$ cat src/hw/rtl/mma_ram.sv
// simple dual-port synchronous ram, one write and one registered read port
// no package dependencies
`timescale 1ns / 1ps

module mma_ram #(
    parameter int DEPTH = 8,
    parameter int WIDTH = 32,
    parameter int AW    = (DEPTH > 1) ? $clog2(DEPTH) : 1
) (
    input  logic             aclk,
    input  logic             we,
    input  logic [AW-1:0]    waddr,
    input  logic [WIDTH-1:0] wdata,
    input  logic [AW-1:0]    raddr,
    output logic [WIDTH-1:0] rdata
);

    logic [WIDTH-1:0] mem [DEPTH];

    always_ff @(posedge aclk) begin
        if (we) begin
            mem[waddr] <= wdata;
        end
    end

    always_ff @(posedge aclk) begin
        rdata <= mem[raddr];
    end

endmodule

$ cat config.mk
export PLATFORM = sky130hd
export DESIGN_NAME = mma_ram
export DESIGN_NICKNAME = d
export VERILOG_FILES = /design/src/hw/rtl/mma_ram.sv
export SDC_FILE = /design/constraint.sdc
export NUM_CORES = 1
export LEC_CHECK = 0
export ABC_AREA = 0
export BUFFER_PORTS_ARGS = -buffer_cell sky130_fd_sc_hd__buf_2
export CORE_UTILIZATION = 29
export CTS_BUF_LIST = sky130_fd_sc_hd__clkbuf_4 sky130_fd_sc_hd__clkbuf_8
export DETAILED_ROUTE_END_ITERATION = 6
export PLACE_DENSITY_LB_ADDON = 0.2
export REMOVE_ABC_BUFFERS = 1
export SLEW_MARGIN = 20
export SYNTH_ARGS = -nofsm -noshare
export SYNTH_HDL_FRONTEND = slang
export SYNTH_SLANG_ARGS = --single-unit
$ cat constraint.sdc
create_clock -name aclk -period 4.1 [get_ports aclk]
set_input_delay 0.205 -clock aclk [delete_from_list [all_inputs] [get_ports aclk]]
set_output_delay 0.205 -clock aclk [all_outputs]
set_load 0.005 [all_outputs]
# Word level (Yosys, flattened, before mapping)
# Memories as Yosys holds them, arrays and structs flattened. A register that Yosys moved wholly into a read port is not among the register bits.
# Cells that the tools add are included.
dict set report word_totals {
  regBits 0
  mem_bits_rw 256
  out_inout_bits 32
  elab_cells 3
  mem_count 1
}
dict set report classes {
  muxes 2
}
# memory depth word_bits rd rd_ports_with_merged_regs wr line_no
set mem_list {}
lappend mem_list {mem 8 32 1 1 1 18} ;# logic [WIDTH-1:0] mem [DEPTH];
# cell n
set op_table {}
lappend op_table {{$mux 1} 2}

# Longest topological paths before layout
# Gate-level depths: netlist of run 1.
dict set report logic_depth {
  word_depth 2
  ltp_mapped 4
}

# Worst setup path after synthesis of run 1
# No wires, ideal clock.
dict set report synth_path {
  path_kind {input to register}
  startpoint {input waddr[2]}
  endpoint {memory mem[0][0], enable pin}
  setup_ns 0.461
  arrival_ns 2.591
  required_time_ns 3.639
  path_slack_ns 1.048
  stages 2
  n_path_buf 0
  path_cell_list {nand2b_1 > nor3_1}
}
# item line_no
set synth_lines {}
lappend synth_lines {{start: declaration} 12} ;# input logic [AW-1:0] waddr,
lappend synth_lines {{end: declaration} 18}
# Straight into the memory's write port.

==> results.yml, run 1 <==
status:
  status: "completed"
min_path:
  hold_path_class: "input port to flip-flop"
synthesis:
  synth_compound_area_share_pct: 0
  synthMuxAreaShare_pct: 18.6
  synth-simple-area-share_pct: 0.562
  synth_fa_ha_area_share_pct: 0
  synth_top_family_by_area: "multiplexers"
  yosysUniqueCellTypes: 13
  synth_area_mm2: 0.0105
  synth_cells: 415
  syn_area_per_cell_um2: 25.2
  yosys_warnings: 0
  synth-seq-cells: 288
  synth_xor_area_share_pct: 0
  yosysSeqAreaShare_pct: 79.6
floorplan:
  start_util_pct: 29.4
  fp.dieW_um: 192
  dieArea_mm2: 0.0369
  die_height_um: 192
  fp.coreArea_mm2: 0.0356
  num_rows: 69
  top_level_ports: 72
setup_path:
  slowest_delay_ps: 720
  cp.arrival_ps: 2190
  cpMaxStageDelayCell: "buf_4"
  critPathBufInv: 2
  cp.required_ps: 4530
  critPathKind: "input port to flip-flop"
  crit_fanout: 55
  crit_chain: "buf_4 > buf_4 > mux4_1 > mux2_2"
  end_kind: "flip-flop"
  crit_top_cell: "buf_4"
  crit_family: "buffers and inverters"
  start_kind: "input port"
grt:
  grt_antenna_before_repair: 2
  use_met2_pct: 21.5
  met1_usage_pct: 14.6
  grt_usage_pct: 12.1
  overflow: 0
  grt_start_max_net_pins: 56
  grt_pass1_vias: 5309
  use_met3_pct: 2.61
  grt_pass1_wl_mm: 32.3
  busiest_layer: "met2"
timing:
  worst_pin_slew_ps: 1050
  max-slew-margin-rel_pct: 29.9
  fmax_mhz: 568
  hold_violations: 0
  drv_slew: 0
  rsz0062_at_grt: "false"
  setup-violations-final: 0
  finalCritPeriodShare_pct: 43.0
  setup_tns_ps: 0
  finalCriticalPeriod_ps: 1760
  finClkSkew_ps: 10.6
drt:
  drc: 0
  wl_per_cell_um: 20.3
  firstDrtPassIters: 4
  drtAntennaViolNets: 0
  avgViaCountPerCell: 4.43
  num_vias: 4713
  drtIter0Drc: 139
  wirelength_mm: 21.5
finish:
  final_layout_size_suffix_gt1_share_pct: 37.4
  final_core_util_pct: 35.7
  area_growth_pct: 21.5
  nets: 603
placed_design:
  portBuffers: 71
  place.gp.congestion: 0.644
  dp_hpwl_mm: 11.2
run:
  drv_cap: 0
cts:
  clk_pin_slew_ps: 60
  clk_latency_ps: 540
  cts_root_buffer: "clkbuf_8"
  cts-htree-levels: 2
  cts_buffers: 48
  cts_tree: "built"
  clock_path_buffers: 3
  ctsResizeCount: 0
  clock-sinks: 288
power:
  cellLeakagePower_nw: 4.32
  vdd_ir_drop_max_uv: 192
  p_per_area_mw_per_mm2: 484
cells by family (layout without fill, tap and decap cells):
logic type    after synthesis  after routing
simple gates               13             13
buf+inv                    18            204
other cells                 0              1
mux                        96             96
flops                     288            288
final cells by class:
type / instances / area (um2)
Sequential cell: 288 / 8330
Antenna cell: 1 / 2.50
Fill cell: 3328 / 22900
Tap cell: 461 / 577
Multi-Input combinational cell: 109 / 2070
Clock buffer: 73 / 905
Timing Repair Buffer: 116 / 776
Clock inverter: 15 / 61.3
tightest hold or removal path, cell delays in order:
cell	delay, ps
buf_2	130
nand2b_1	180
nor2_4	160
cells in the final DEF, fill, tap and decap left out, types with 6 or more instances in the layout:
master and instances:
dlygate4sd3_1 32, edfxtp_1 256, mux2_2 32, clkinv_1 11
buf_4 14, dfxtp_1 32, nor2_4 6, clkbuf_4 16
buf_2 70, clkbuf_8 57, mux4_2 24, mux4_1 40
metal layers:
metal  wire (um)  part of all wire (%)
met5          13                 0.060
met2       11200                    52
met1        9030                    42
met3         831                   3.9
met4         407                   1.9
cells in the mapped netlist:
cell type | number | area (um2)
buf_1 | 4 | 15.0
buf_2 | 6 | 30.0
buf_6 | 7 | 78.8
clkbuf_1 | 1 | 3.75
dfxtp_1 | 32 | 641
edfxtp_1 | 256 | 7690
mux2_2 | 32 | 360
mux4_1 | 40 | 1050
mux4_2 | 24 | 541
nand2_1 | 2 | 7.51
nand2b_1 | 3 | 18.8
nor2_1 | 6 | 22.5
nor3_1 | 2 | 10.0
worst paths after layout:
check,from,to,slack [ps],depth (start not counted)
hold reg to reg,mem[0][24],rdata[24],660,2
hold / removal,waddr[0],mem[5][12],350,3
setup / recovery,raddr[0],rdata[17],2340,4
setup reg to reg,mem[1][23],rdata[23],2810,2
state kept, by name, indices dropped and copies added (netlist names):
name / flops
mem: 256
rdata: 32
metrics by stage:
stage          hold WS (ps)  total power [mW]  setup slack (ps)  cells  instance area [um2]
6_report                350              6.16              2340   1063                12700
5_1_grt                 353              6.41              2280   1063                12700
2_1_floorplan           304              3.54              1050    397                10300
4_1_cts                 318              6.27              2330   1062                12700
3_3_place_gp            461              3.71              1760    942                11400
3_5_place_dp            482              3.72              1740    942                11400
power breakdown:
| part | internal (mW) | switching (mW) |
|---|---|---|
| Clock | 1.40 | 1.08 |
| Combinational | 0.165 | 0.161 |
| Sequential | 3.32 | 0.0296 |
timing repair:
action | CTS | global route
hold endpoints to repair | 256 | 0
buffers inserted | 0 | 0
hold buffers | 32 | 0
Power figures use the tool's default switching activity.
==> run 2, diff against run 1 <==
Clock period 4.1 ns to 1.7 ns, I/O delays scaled along.
==> results.yml, run 2 (synthesis gave the netlist of run 1 again) <==
status:
  status: "completed"
finish:
  regMostFlops: "mem"
  final_layout_size_suffix_gt1_share_pct: 38.9
  nets: 605
  seq_area_mm2: 0.00833
  fin_cells: 1060
  largest_reg_flops: 256
  final_cell_mix: "edfxtp_1 (256), buf_2 (70), clkbuf_8 (60), mux4_1 (40)"
  multi_input_area_mm2: 0.00207
  area_growth_pct: 23.7
  diodes: 0
  filler_cell_count: 3278
  top_regs: "mem x256, rdata x32"
  final_common_cell: "edfxtp_1"
  postLayoutCellArea_mm2: 0.0129
power:
  p_per_area_mw_per_mm2: 1160
  cellLeakagePower_nw: 4.40
  vdd_ir_drop_max_uv: 445
timing:
  hold_violations: 0
  finClkSkew_ps: 15.1
  setup-violations-final: 0
  max-slew-margin-rel_pct: 75.1
  fmax_mhz: 792
  worst_pin_slew_ps: 374
  rsz0062_at_grt: "false"
  drv_slew: 0
  finalCritPeriodShare_pct: 74.2
  timing.final.ws_setup_ps: 438
  finalCriticalPeriod_ps: 1260
cts:
  cts-htree-levels: 2
  clock_path_buffers: 3
  clock-sinks: 288
  clk_latency_ps: 540
  cts_buffers: 47
  cts_root_buffer: "clkbuf_8"
  cts_tree: "built"
  postCtsSetupBuffers: 0
  clk_pin_slew_ps: 60
setup_path:
  reg2reg_slack_ps: 440
  crit_fanout: 1
  slowest_delay_ps: 520
  end_kind: "flip-flop"
  crit-reg2reg-capture: "rdata[25]"
  crit_family: "multiplexers"
  worstSetupEndpoint: "rdata[25]"
  startpoint: "mem[1][25]"
  cp.required_ps: 2130
  reg2reg_depth: 2
  critPathKind: "flip-flop to flip-flop"
  crit_cells: 2
  cpMaxStageDelayCell: "mux4_1"
  rr_startpoint: "mem[1][25]"
  critPathBufInv: 0
  cp.arrival_ps: 1690
  crit_chain: "mux4_1 > mux2_2"
  start_kind: "flip-flop"
run:
  drv_cap: 0
floorplan:
  num_rows: 69
  top_level_ports: 72
  fp.dieW_um: 192
  dieArea_mm2: 0.0369
  die_height_um: 192
  start_util_pct: 29.4
  fp.coreArea_mm2: 0.0356
grt:
  grt_pass1_vias: 5181
  grt_usage_pct: 11.9
  grt_pass1_wl_mm: 32.0
  overflow: 0
  grt_antenna_before_repair: 1
  grt_start_max_net_pins: 33
drt:
  drc: 0
  drtIter0Drc: 165
  avgViaCountPerCell: 4.40
  drtAntennaViolNets: 0
  firstDrtPassIters: 4
  wl_per_cell_um: 20.1
  wirelength_mm: 21.3
  num_vias: 4664
placed_design:
  place.gp.congestion: 0.649
  dp_slack_ps: 199
  dp.cells: 945
  dpl_cell_area_mm2: 0.0116
  dp_hpwl_mm: 11.1
  portBuffers: 71
min_path:
  hold_path_class: "input port to flip-flop"
-- run 2: area by class of cell --
class | count | share of cell area (%)
flip-flops and latches | 288 | 64.3
well taps | 461 | 4.45
multi-input cells | 109 | 16.0
clock inverters | 2 | 0.0676
clock buffers | 81 | 7.59
repair buffers | 119 | 7.61
-- run 2: worst min path at each step --
| stage | from | end | slack, ps | depth (start not counted) |
|---|---|---|---|---|
| after floorplan | wdata[0] | mem[0][0] | 180 | 0 |
| after global routing | raddr[1] | rdata[16] | 100 | 3 |
| after CTS | raddr[1] | rdata[16] | 100 | 3 |
| after global placement | wdata[24] | mem[2][24] | 340 | 1 |
| after detailed placement | wdata[22] | mem[4][22] | 360 | 1 |
| final | raddr[1] | rdata[12] | 120 | 3 |
-- run 2: worst reg2reg max path, cell delays in order (launching register included) --
cell and delay [ps]:
edfxtp_1 350, mux4_1 520, mux2_2 270
-- run 2: what timing repair did --
action,4_1_cts,5_1_grt
gates resized for setup,0,0
hold buffers,32,0
hold endpoints to repair,256,0
-- run 2: layer usage --
metal  track usage (%)  part of all wire, %  vias to the layer above  routed length [um]
met5                 0                0.061                        -                  13
met4              3.76                  1.8                        2                 383
met3              2.81                  4.1                       38                 868
met2              20.8                   51                       94               10900
met1              14.5                   43                     2440                9080
li1                  -                    -                     2090                   -
-- run 2: where the power goes --
| group | switching [mW] | leakage [nW] | internal, mW |
|---|---|---|---|
| Clock | 2.54 | 0.533 | 3.60 |
| Sequential | 0.0753 | 2.60 | 8.00 |
| Combinational | 0.394 | 1.27 | 0.437 |
-- run 2: metrics by stage --
step | hold WS (ps) | power (mW) | setup TNS, ps | util [%]
after CTS | 105 | 15.3 | 0 | 36.4
after detailed placement | 355 | 9.02 | 0 | 32.7
final | 121 | 15.0 | 0 | 36.4
after floorplan | 184 | 8.53 | -138470 | -
after global placement | 342 | 8.99 | 0 | 32.7
after global routing | 102 | 15.7 | 0 | 36.4
