[src/hw/rtl/mma_pkg.sv]
// package for the multichannel moving average block
// holds sizes, payload structs and the divider control type; no dependencies
`timescale 1ns / 1ps

package mma_pkg;

    localparam int CHANNELS_DEF   = 8;
    localparam int MAX_WINDOW_DEF = 32;
    localparam int MIN_WINDOW     = 3;
    localparam int CFG_W          = 6;
    localparam int CH_FIELD_W     = 3;
    localparam int SAMPLE_W       = 32;
    // quotient bits resolved per divider cycle
    localparam int DIV_STEP       = 4;

    typedef struct packed {
        logic [CH_FIELD_W-1:0]      channel;
        logic signed [SAMPLE_W-1:0] sample;
    } in_t;

    typedef struct packed {
        logic [CH_FIELD_W-1:0]      out_channel;
        logic signed [SAMPLE_W-1:0] average;
    } out_t;

    typedef struct packed {
        logic start;
        logic negate;
    } div_ctrl_t;

endpackage

[src/hw/rtl/mma_divider.sv]
// iterative restoring divider, DIV_STEP quotient bits per cycle
// divides a magnitude by the window length and applies the sign; uses mma_pkg
`timescale 1ns / 1ps

module mma_divider #(
    parameter int SUM_W = 37,
    parameter int WIN_W = 6
) (
    input  logic                             aclk,
    input  logic                             aresetn,
    input  mma_pkg::div_ctrl_t               ctrl,
    input  logic [SUM_W-1:0]                 dividend,
    input  logic [WIN_W-1:0]                 divisor,
    output logic                             busy,
    output logic signed [mma_pkg::SAMPLE_W-1:0] quotient
);
    import mma_pkg::*;

    localparam int STEPS = (SUM_W + DIV_STEP - 1) / DIV_STEP;
    localparam int DIV_W = STEPS * DIV_STEP;
    localparam int CNT_W = $clog2(STEPS + 1);

    logic [DIV_W-1:0] dvd_reg, dvd_next;
    logic [WIN_W-1:0] rem_reg, rem_next;
    logic [WIN_W-1:0] dsr_reg;
    logic [CNT_W-1:0] cnt_reg;
    logic             neg_reg;
    logic [SAMPLE_W-1:0] q_mag;

    // one radix-16 step as four chained restoring steps
    always_comb begin
        logic [WIN_W:0] trial;
        dvd_next = dvd_reg;
        rem_next = rem_reg;
        for (int i = 0; i < DIV_STEP; i++) begin
            trial    = {rem_next, dvd_next[DIV_W-1]};
            dvd_next = {dvd_next[DIV_W-2:0], 1'b0};
            if (trial >= {1'b0, dsr_reg}) begin
                rem_next    = WIN_W'(trial - {1'b0, dsr_reg});
                dvd_next[0] = 1'b1;
            end else begin
                rem_next = trial[WIN_W-1:0];
            end
        end
    end

    always_ff @(posedge aclk) begin
        if (!aresetn) begin
            cnt_reg <= '0;
        end else if (ctrl.start) begin
            cnt_reg <= CNT_W'(STEPS);
        end else if (cnt_reg != '0) begin
            cnt_reg <= cnt_reg - 1'b1;
        end
    end

    always_ff @(posedge aclk) begin
        if (ctrl.start) begin
            dvd_reg <= DIV_W'(dividend);
            rem_reg <= '0;
            dsr_reg <= divisor;
            neg_reg <= ctrl.negate;
        end else if (cnt_reg != '0) begin
            dvd_reg <= dvd_next;
            rem_reg <= rem_next;
        end
    end

    assign busy     = (cnt_reg != '0);
    assign q_mag    = dvd_reg[SAMPLE_W-1:0];
    assign quotient = neg_reg ? SAMPLE_W'(~q_mag + 1'b1) : q_mag;

endmodule

[config.mk]
export PLATFORM = sky130hd
export DESIGN_NAME = mma_divider
export DESIGN_NICKNAME = d
export VERILOG_FILES = /design/src/hw/rtl/mma_pkg.sv /design/src/hw/rtl/mma_divider.sv
export SDC_FILE = /design/constraint.sdc
export NUM_CORES = 1
export LEC_CHECK = 0
export BUFFER_PORTS_ARGS = -buffer_cell sky130_fd_sc_hd__clkbuf_2
export CAP_MARGIN = 20
export CELL_PAD_IN_SITES_DETAIL_PLACEMENT = 0
export CELL_PAD_IN_SITES_GLOBAL_PLACEMENT = 1
export CORE_MARGIN = 1
export CORE_UTILIZATION = 41
export CTS_BUF_LIST = sky130_fd_sc_hd__clkbuf_16
export CTS_CLUSTER_DIAMETER = 100
export DETAILED_ROUTE_END_ITERATION = 6
export PLACE_DENSITY = 0.88
export SLEW_MARGIN = 5
export SYNTH_ARGS = -nofsm -noshare
export SYNTH_HDL_FRONTEND = slang
export SYNTH_SLANG_ARGS = --single-unit
[constraint.sdc]
create_clock -name aclk -period 8.9 [get_ports aclk]
set_clock_uncertainty 0.05 [all_clocks]
set_input_delay 0.89 -clock aclk [delete_from_list [all_inputs] [get_ports aclk]]
set_output_delay 0.89 -clock aclk [all_outputs]
set_load 0.01 [all_outputs]
---- Word-level counts from Yosys, hierarchy flattened ----
Index checks and enable logic that the tools add are counted.
storage, ports and cells
  word-level logic and storage cells ...... 35
  input port bits ......................... 47
  register bits after elaboration ......... 57
  output and inout port bits .............. 33
cells by class
  add/sub/neg operators ................... 6
  order comparisons ....................... 4
  bitwise gates (word level) .............. 2
  muxes and demuxes ....................... 13
  reduce and logical (&&, ||, !) cells .... 3
operators with widths
  cell                   count
  $mux 37                2
  $add 32x1->32 const B  1
  $mux 32                1
  $not 32->32            1
  $ge 7x6->1             4
  $mux 6                 4
  $sub 6x6->6            4
  $mux 4                 2
  $mux 1                 4
  $reduce_bool 4->1      1
  $sub 4x1->4 const B    1
  $reduce_bool 2->1      1
  $reduce_or 2->1        1
  $not 1->1              1

---- Depth between registers and ports, before layout ----
  depth in word-level cells ............... 10
  gate-level depth with buffers ........... 33
  gate-level depth less buffers ........... 30

---- Least setup slack after synthesis ----
Ideal clock, no wire load.
  path type ............................... reg-to-reg
  start ................................... reg dsr_reg[1]
  end ..................................... reg rem_reg[3]
  buffers on the path ..................... 1
  period minus slack after synthesis ...... 7647 ps
  cell stages (with the launch flop) ...... 32
  required time ........................... 8759 ps
  setup time .............................. 91 ps
  setup slack ............................. 1253 ps
  arrival ................................. 7506 ps
  path through ............................ edfxtp_1 > inv_1 > ha_1 > nand2_1 > o21ai_2 > a21o_1 > clkbuf_1 > mux2_2 > inv_1 > ha_1 > a2111oi_0 > nor3_1 > a221oi_1 > a21boi_0 > or2_2 > inv_1 > ha_1 > a41oi_1 > nor2_1 > o31a_1 > a2111oi_1 > nand3_1 > nand2_1 > o21ai_0 > ha_1 > a21o_1 > a21o_1 > a22o_1 > o22a_1 > a311o_1 > a21o_1 > a311oi_1
between the ends
  longest elaborated chain between the ends .. 8
  elaborated cells between the ends (all ways) .. 12
  classes of those cells .................. add/sub: 4; order compare: 4; mux: 4
ends and longest elaborated chain
  what                                              RTL line                              RTL
  start, declared                                   mma_divider.sv:25                     logic [WIN_W-1:0] dsr_reg;
  start signal, assigned                            mma_divider.sv:61                     dsr_reg <= divisor;
  $sub 6x6->6 / $ge 7x6->1 (equally long branches)  mma_divider.sv:39, mma_divider.sv:38
  $mux 6                                            mma_divider.sv:38                     if (trial >= {1'b0, dsr_reg}) begin
  $sub 6x6->6 / $ge 7x6->1 (equally long branches)  mma_divider.sv:39, mma_divider.sv:38
  $mux 6                                            mma_divider.sv:38
  $ge 7x6->1 / $sub 6x6->6 (equally long branches)  mma_divider.sv:38, mma_divider.sv:39
  $mux 6                                            mma_divider.sv:38
  $sub 6x6->6 / $ge 7x6->1 (equally long branches)  mma_divider.sv:39, mma_divider.sv:38
  $mux 6 (*)                                        mma_divider.sv:38
  end signal, assigned                              mma_divider.sv:65                     rem_reg <= rem_next;
  end, declared                                     mma_divider.sv:24                     logic [WIN_W-1:0] rem_reg, rem_next;
Mark *: on every way between the ends. The rest lies on a longest branch, timed or not.
A chain may end at the register's enable or synchronous reset.

---- Worst setup path in the final report ----
Same ends and word-level chain as after synthesis.

==> flow_metrics.env <==
export IMPL_grt_pass1_vias=3590
export IMPL_synth_nets=509
export IMPL_slowest_stage="edfxtp_1"
export IMPL_drc_errors=0
export IMPL_drive_above_1_share=0.271
export IMPL_rows=37
export IMPL_rr_worst_depth=31
export IMPL_clkSinkCount=57
export IMPL_grt_start_max_net_pins=62
export IMPL_drt_initial_drc_count=396
export IMPL_synth_largest_area_cell="edfxtp_1"
export IMPL_wirelength_mm=11.1
export IMPL_maxSlewHeadroom=0.369
export IMPL_synth_top_area_frac=0.306
export IMPL_netlist_area_mm2=0.00432
export IMPL_wl_per_cell_um=16.9
export IMPL_status="complete, no violations"
export IMPL_ios=80
export IMPL_post_place_cells=637
export IMPL_final_hold_violation_count=0
export IMPL_min_period_ps=8240
export IMPL_critPathMostFrequentCell="ha_1"
export IMPL_gp_congestion=0.964
export IMPL_cp_max_fo=9
export IMPL_rsz0062_at_grt="no"
export IMPL_postSynthCellCount=433
export IMPL_design_area_mm2=0.00519
export IMPL_fin_nets=588
export IMPL_worstMarginPinSlew_ps=947
export IMPL_syn_to_final_growth_pct=20.1
export IMPL_core_mm2=0.0103
export IMPL_num_vias=3723
export IMPL_clock_latency_ps=330
export IMPL_design_die_area_mm2=0.0109
export IMPL_yosysMostFrequentCell="edfxtp_1"
export IMPL_preCtsSetupSlack_ps=756
export IMPL_criticalPathCategory="reg -> reg"
export IMPL_yosys_register_bits=57
export IMPL_worst_slack_ps=657
export IMPL_async_flop_share=0
export IMPL_drtPass1Iterations=5
export IMPL_final_antenna_net_count=0
export IMPL_die_w_um=105
export IMPL_fin_crit_sh=0.926
export IMPL_ys_seq_area_frac=0.366
export IMPL_initial_utilization=0.420
export IMPL_h_tree_depth=3
export IMPL_finalSetupViolations=0
export IMPL_fp_dieH_um=105
export IMPL_min_path_cells=2
export IMPL_syn_avg_cell_area_um2=9.97
export IMPL_io_buffers=79
export IMPL_worstPathRequired_ps=9090
export IMPL_cap_violations=0
export IMPL_register_area_mm2=0.00158
export IMPL_r2r_setup_slack_ps=660
export IMPL_critPathArrivalTime_ps=8430
export IMPL_ctsResizeCount=0
export IMPL_max_stage_delay_ps=480
export IMPL_ctsHoldBuffers=0
export IMPL_tns_ps=0
export IMPL_synthTopCellsByArea="edfxtp_1 31%, mux2_2 9.4%, xnor2_1 7.5%, ha_1 7.2%, dfxtp_1 6.0%"
export IMPL_stdcell_count=653
export IMPL_cp_end_kind="flip-flop"
export IMPL_grt_overflow=0
export IMPL_synthFlopType="edfxtp_1"
export IMPL_grt_pass1_wl_mm=18.2
export IMPL_largest_reg_flops=40
export IMPL_min_path_type="reg -> reg"
export IMPL_yosys_warnings=0
export IMPL_nFillCells=952
export IMPL_diodes=0
export IMPL_max_freq_mhz=121
export IMPL_place_area_mm2=0.00485
export IMPL_synth_common_cells="44 x edfxtp_1, 37 x xnor2_1, 36 x mux2_2"
export IMPL_maxSlewViolCount=0
export IMPL_place_hpwl_mm=8.45
export IMPL_root_buffer="clkbuf_16"
export IMPL_cp_start_kind="flip-flop"
export IMPL_synth_edf_count=44
export IMPL_clockBufferDepth=2
export IMPL_clk_pin_slew_ps=60
export IMPL_post_cts_buffers=0
export IMPL_grt_usage=0.211
export IMPL_ys_types=62
export IMPL_numCtsBuffers=9
export IMPL_antenna_found_initial=0
export IMPL_via_per_inst=5.70
export IMPL_cts_tree="yes"
export IMPL_multi_input_area_mm2=0.00258
==> cell families after synthesis <==
logic type	after synthesis	share of synthesized area
AO/OA/AOI/OAI	118	0.187
AND/OR/NAND/NOR	110	0.135
flip-flops	57	0.366
XOR/XNOR	43	0.0872
buffers and inverters	38	0.0359
multiplexers	38	0.0985
adder cells (fa/ha/maj)	29	0.0910
==> area by class of cell <==
class	count	area share
clock buffer	11	0.0531
clock inverter	5	0.0125
inverter	23	0.0166
multi-input combinational	338	0.498
sequential	57	0.305
tap	136	0.0328
timing repair buffer	83	0.0820
==> final timing paths <==
| check | start | end |
|---|---|---|
| worst max register to register | dsr_reg[1] | rem_reg[3] |
| worst max-delay path | dsr_reg[1] | rem_reg[3] |
| worst min-delay path | dvd_reg[39] | dvd_reg[39] |
| worst min register to register | dvd_reg[39] | dvd_reg[39] |
==> per-stage QoR <==
step | hold WS [ps] | util
final | 432 | 0.505
after global routing | 462 | 0.505
after CTS | 427 | 0.505
after detailed placement | 402 | 0.472
after global placement | 391 | 0.472
after floorplan | 382 | -
==> metal layers <==
metal,GRT usage,part of all wire,up-vias
met1,0.296,0.47,1759
met4,0.0805,0.018,0
met3,0.0374,0.053,22
li1,-,-,1803
met5,0,0,-
met2,0.322,0.46,139
==> placed cells by master (no fill, tap or decap), types with 7 or more instances in the layout <==
cell / synthesis / routed
nand2_1: 27 / 27
or4_1: 7 / 7
edfxtp_1: 44 / 44
xnor2_1: 37 / 37
ha_1: 25 / 25
dfxtp_1: 13 / 13
clkbuf_2: 0 / 79
o31ai_1: 10 / 10
a21oi_1: 18 / 18
inv_1: 23 / 23
nand3_1: 9 / 9
nor3_1: 8 / 8
o21ai_0: 30 / 30
clkbuf_16: 0 / 11
nor2_1: 20 / 20
nand2b_1: 10 / 9
a21o_1: 10 / 10
mux2_2: 36 / 36
==> worst max-delay path: cells and delay by family (launching register included) <==
family	cells	cell delay, ps
DFF	1	480
AOI/OAI and AO/OA	15	4240
buffers and inverters	5	780
adders and majority gates	4	1120
muxes	1	410
and+or+nand+nor	6	1040
Power is not shown: default switching activity piles up to over one toggle a cycle in this logic, so the estimate is an artifact.
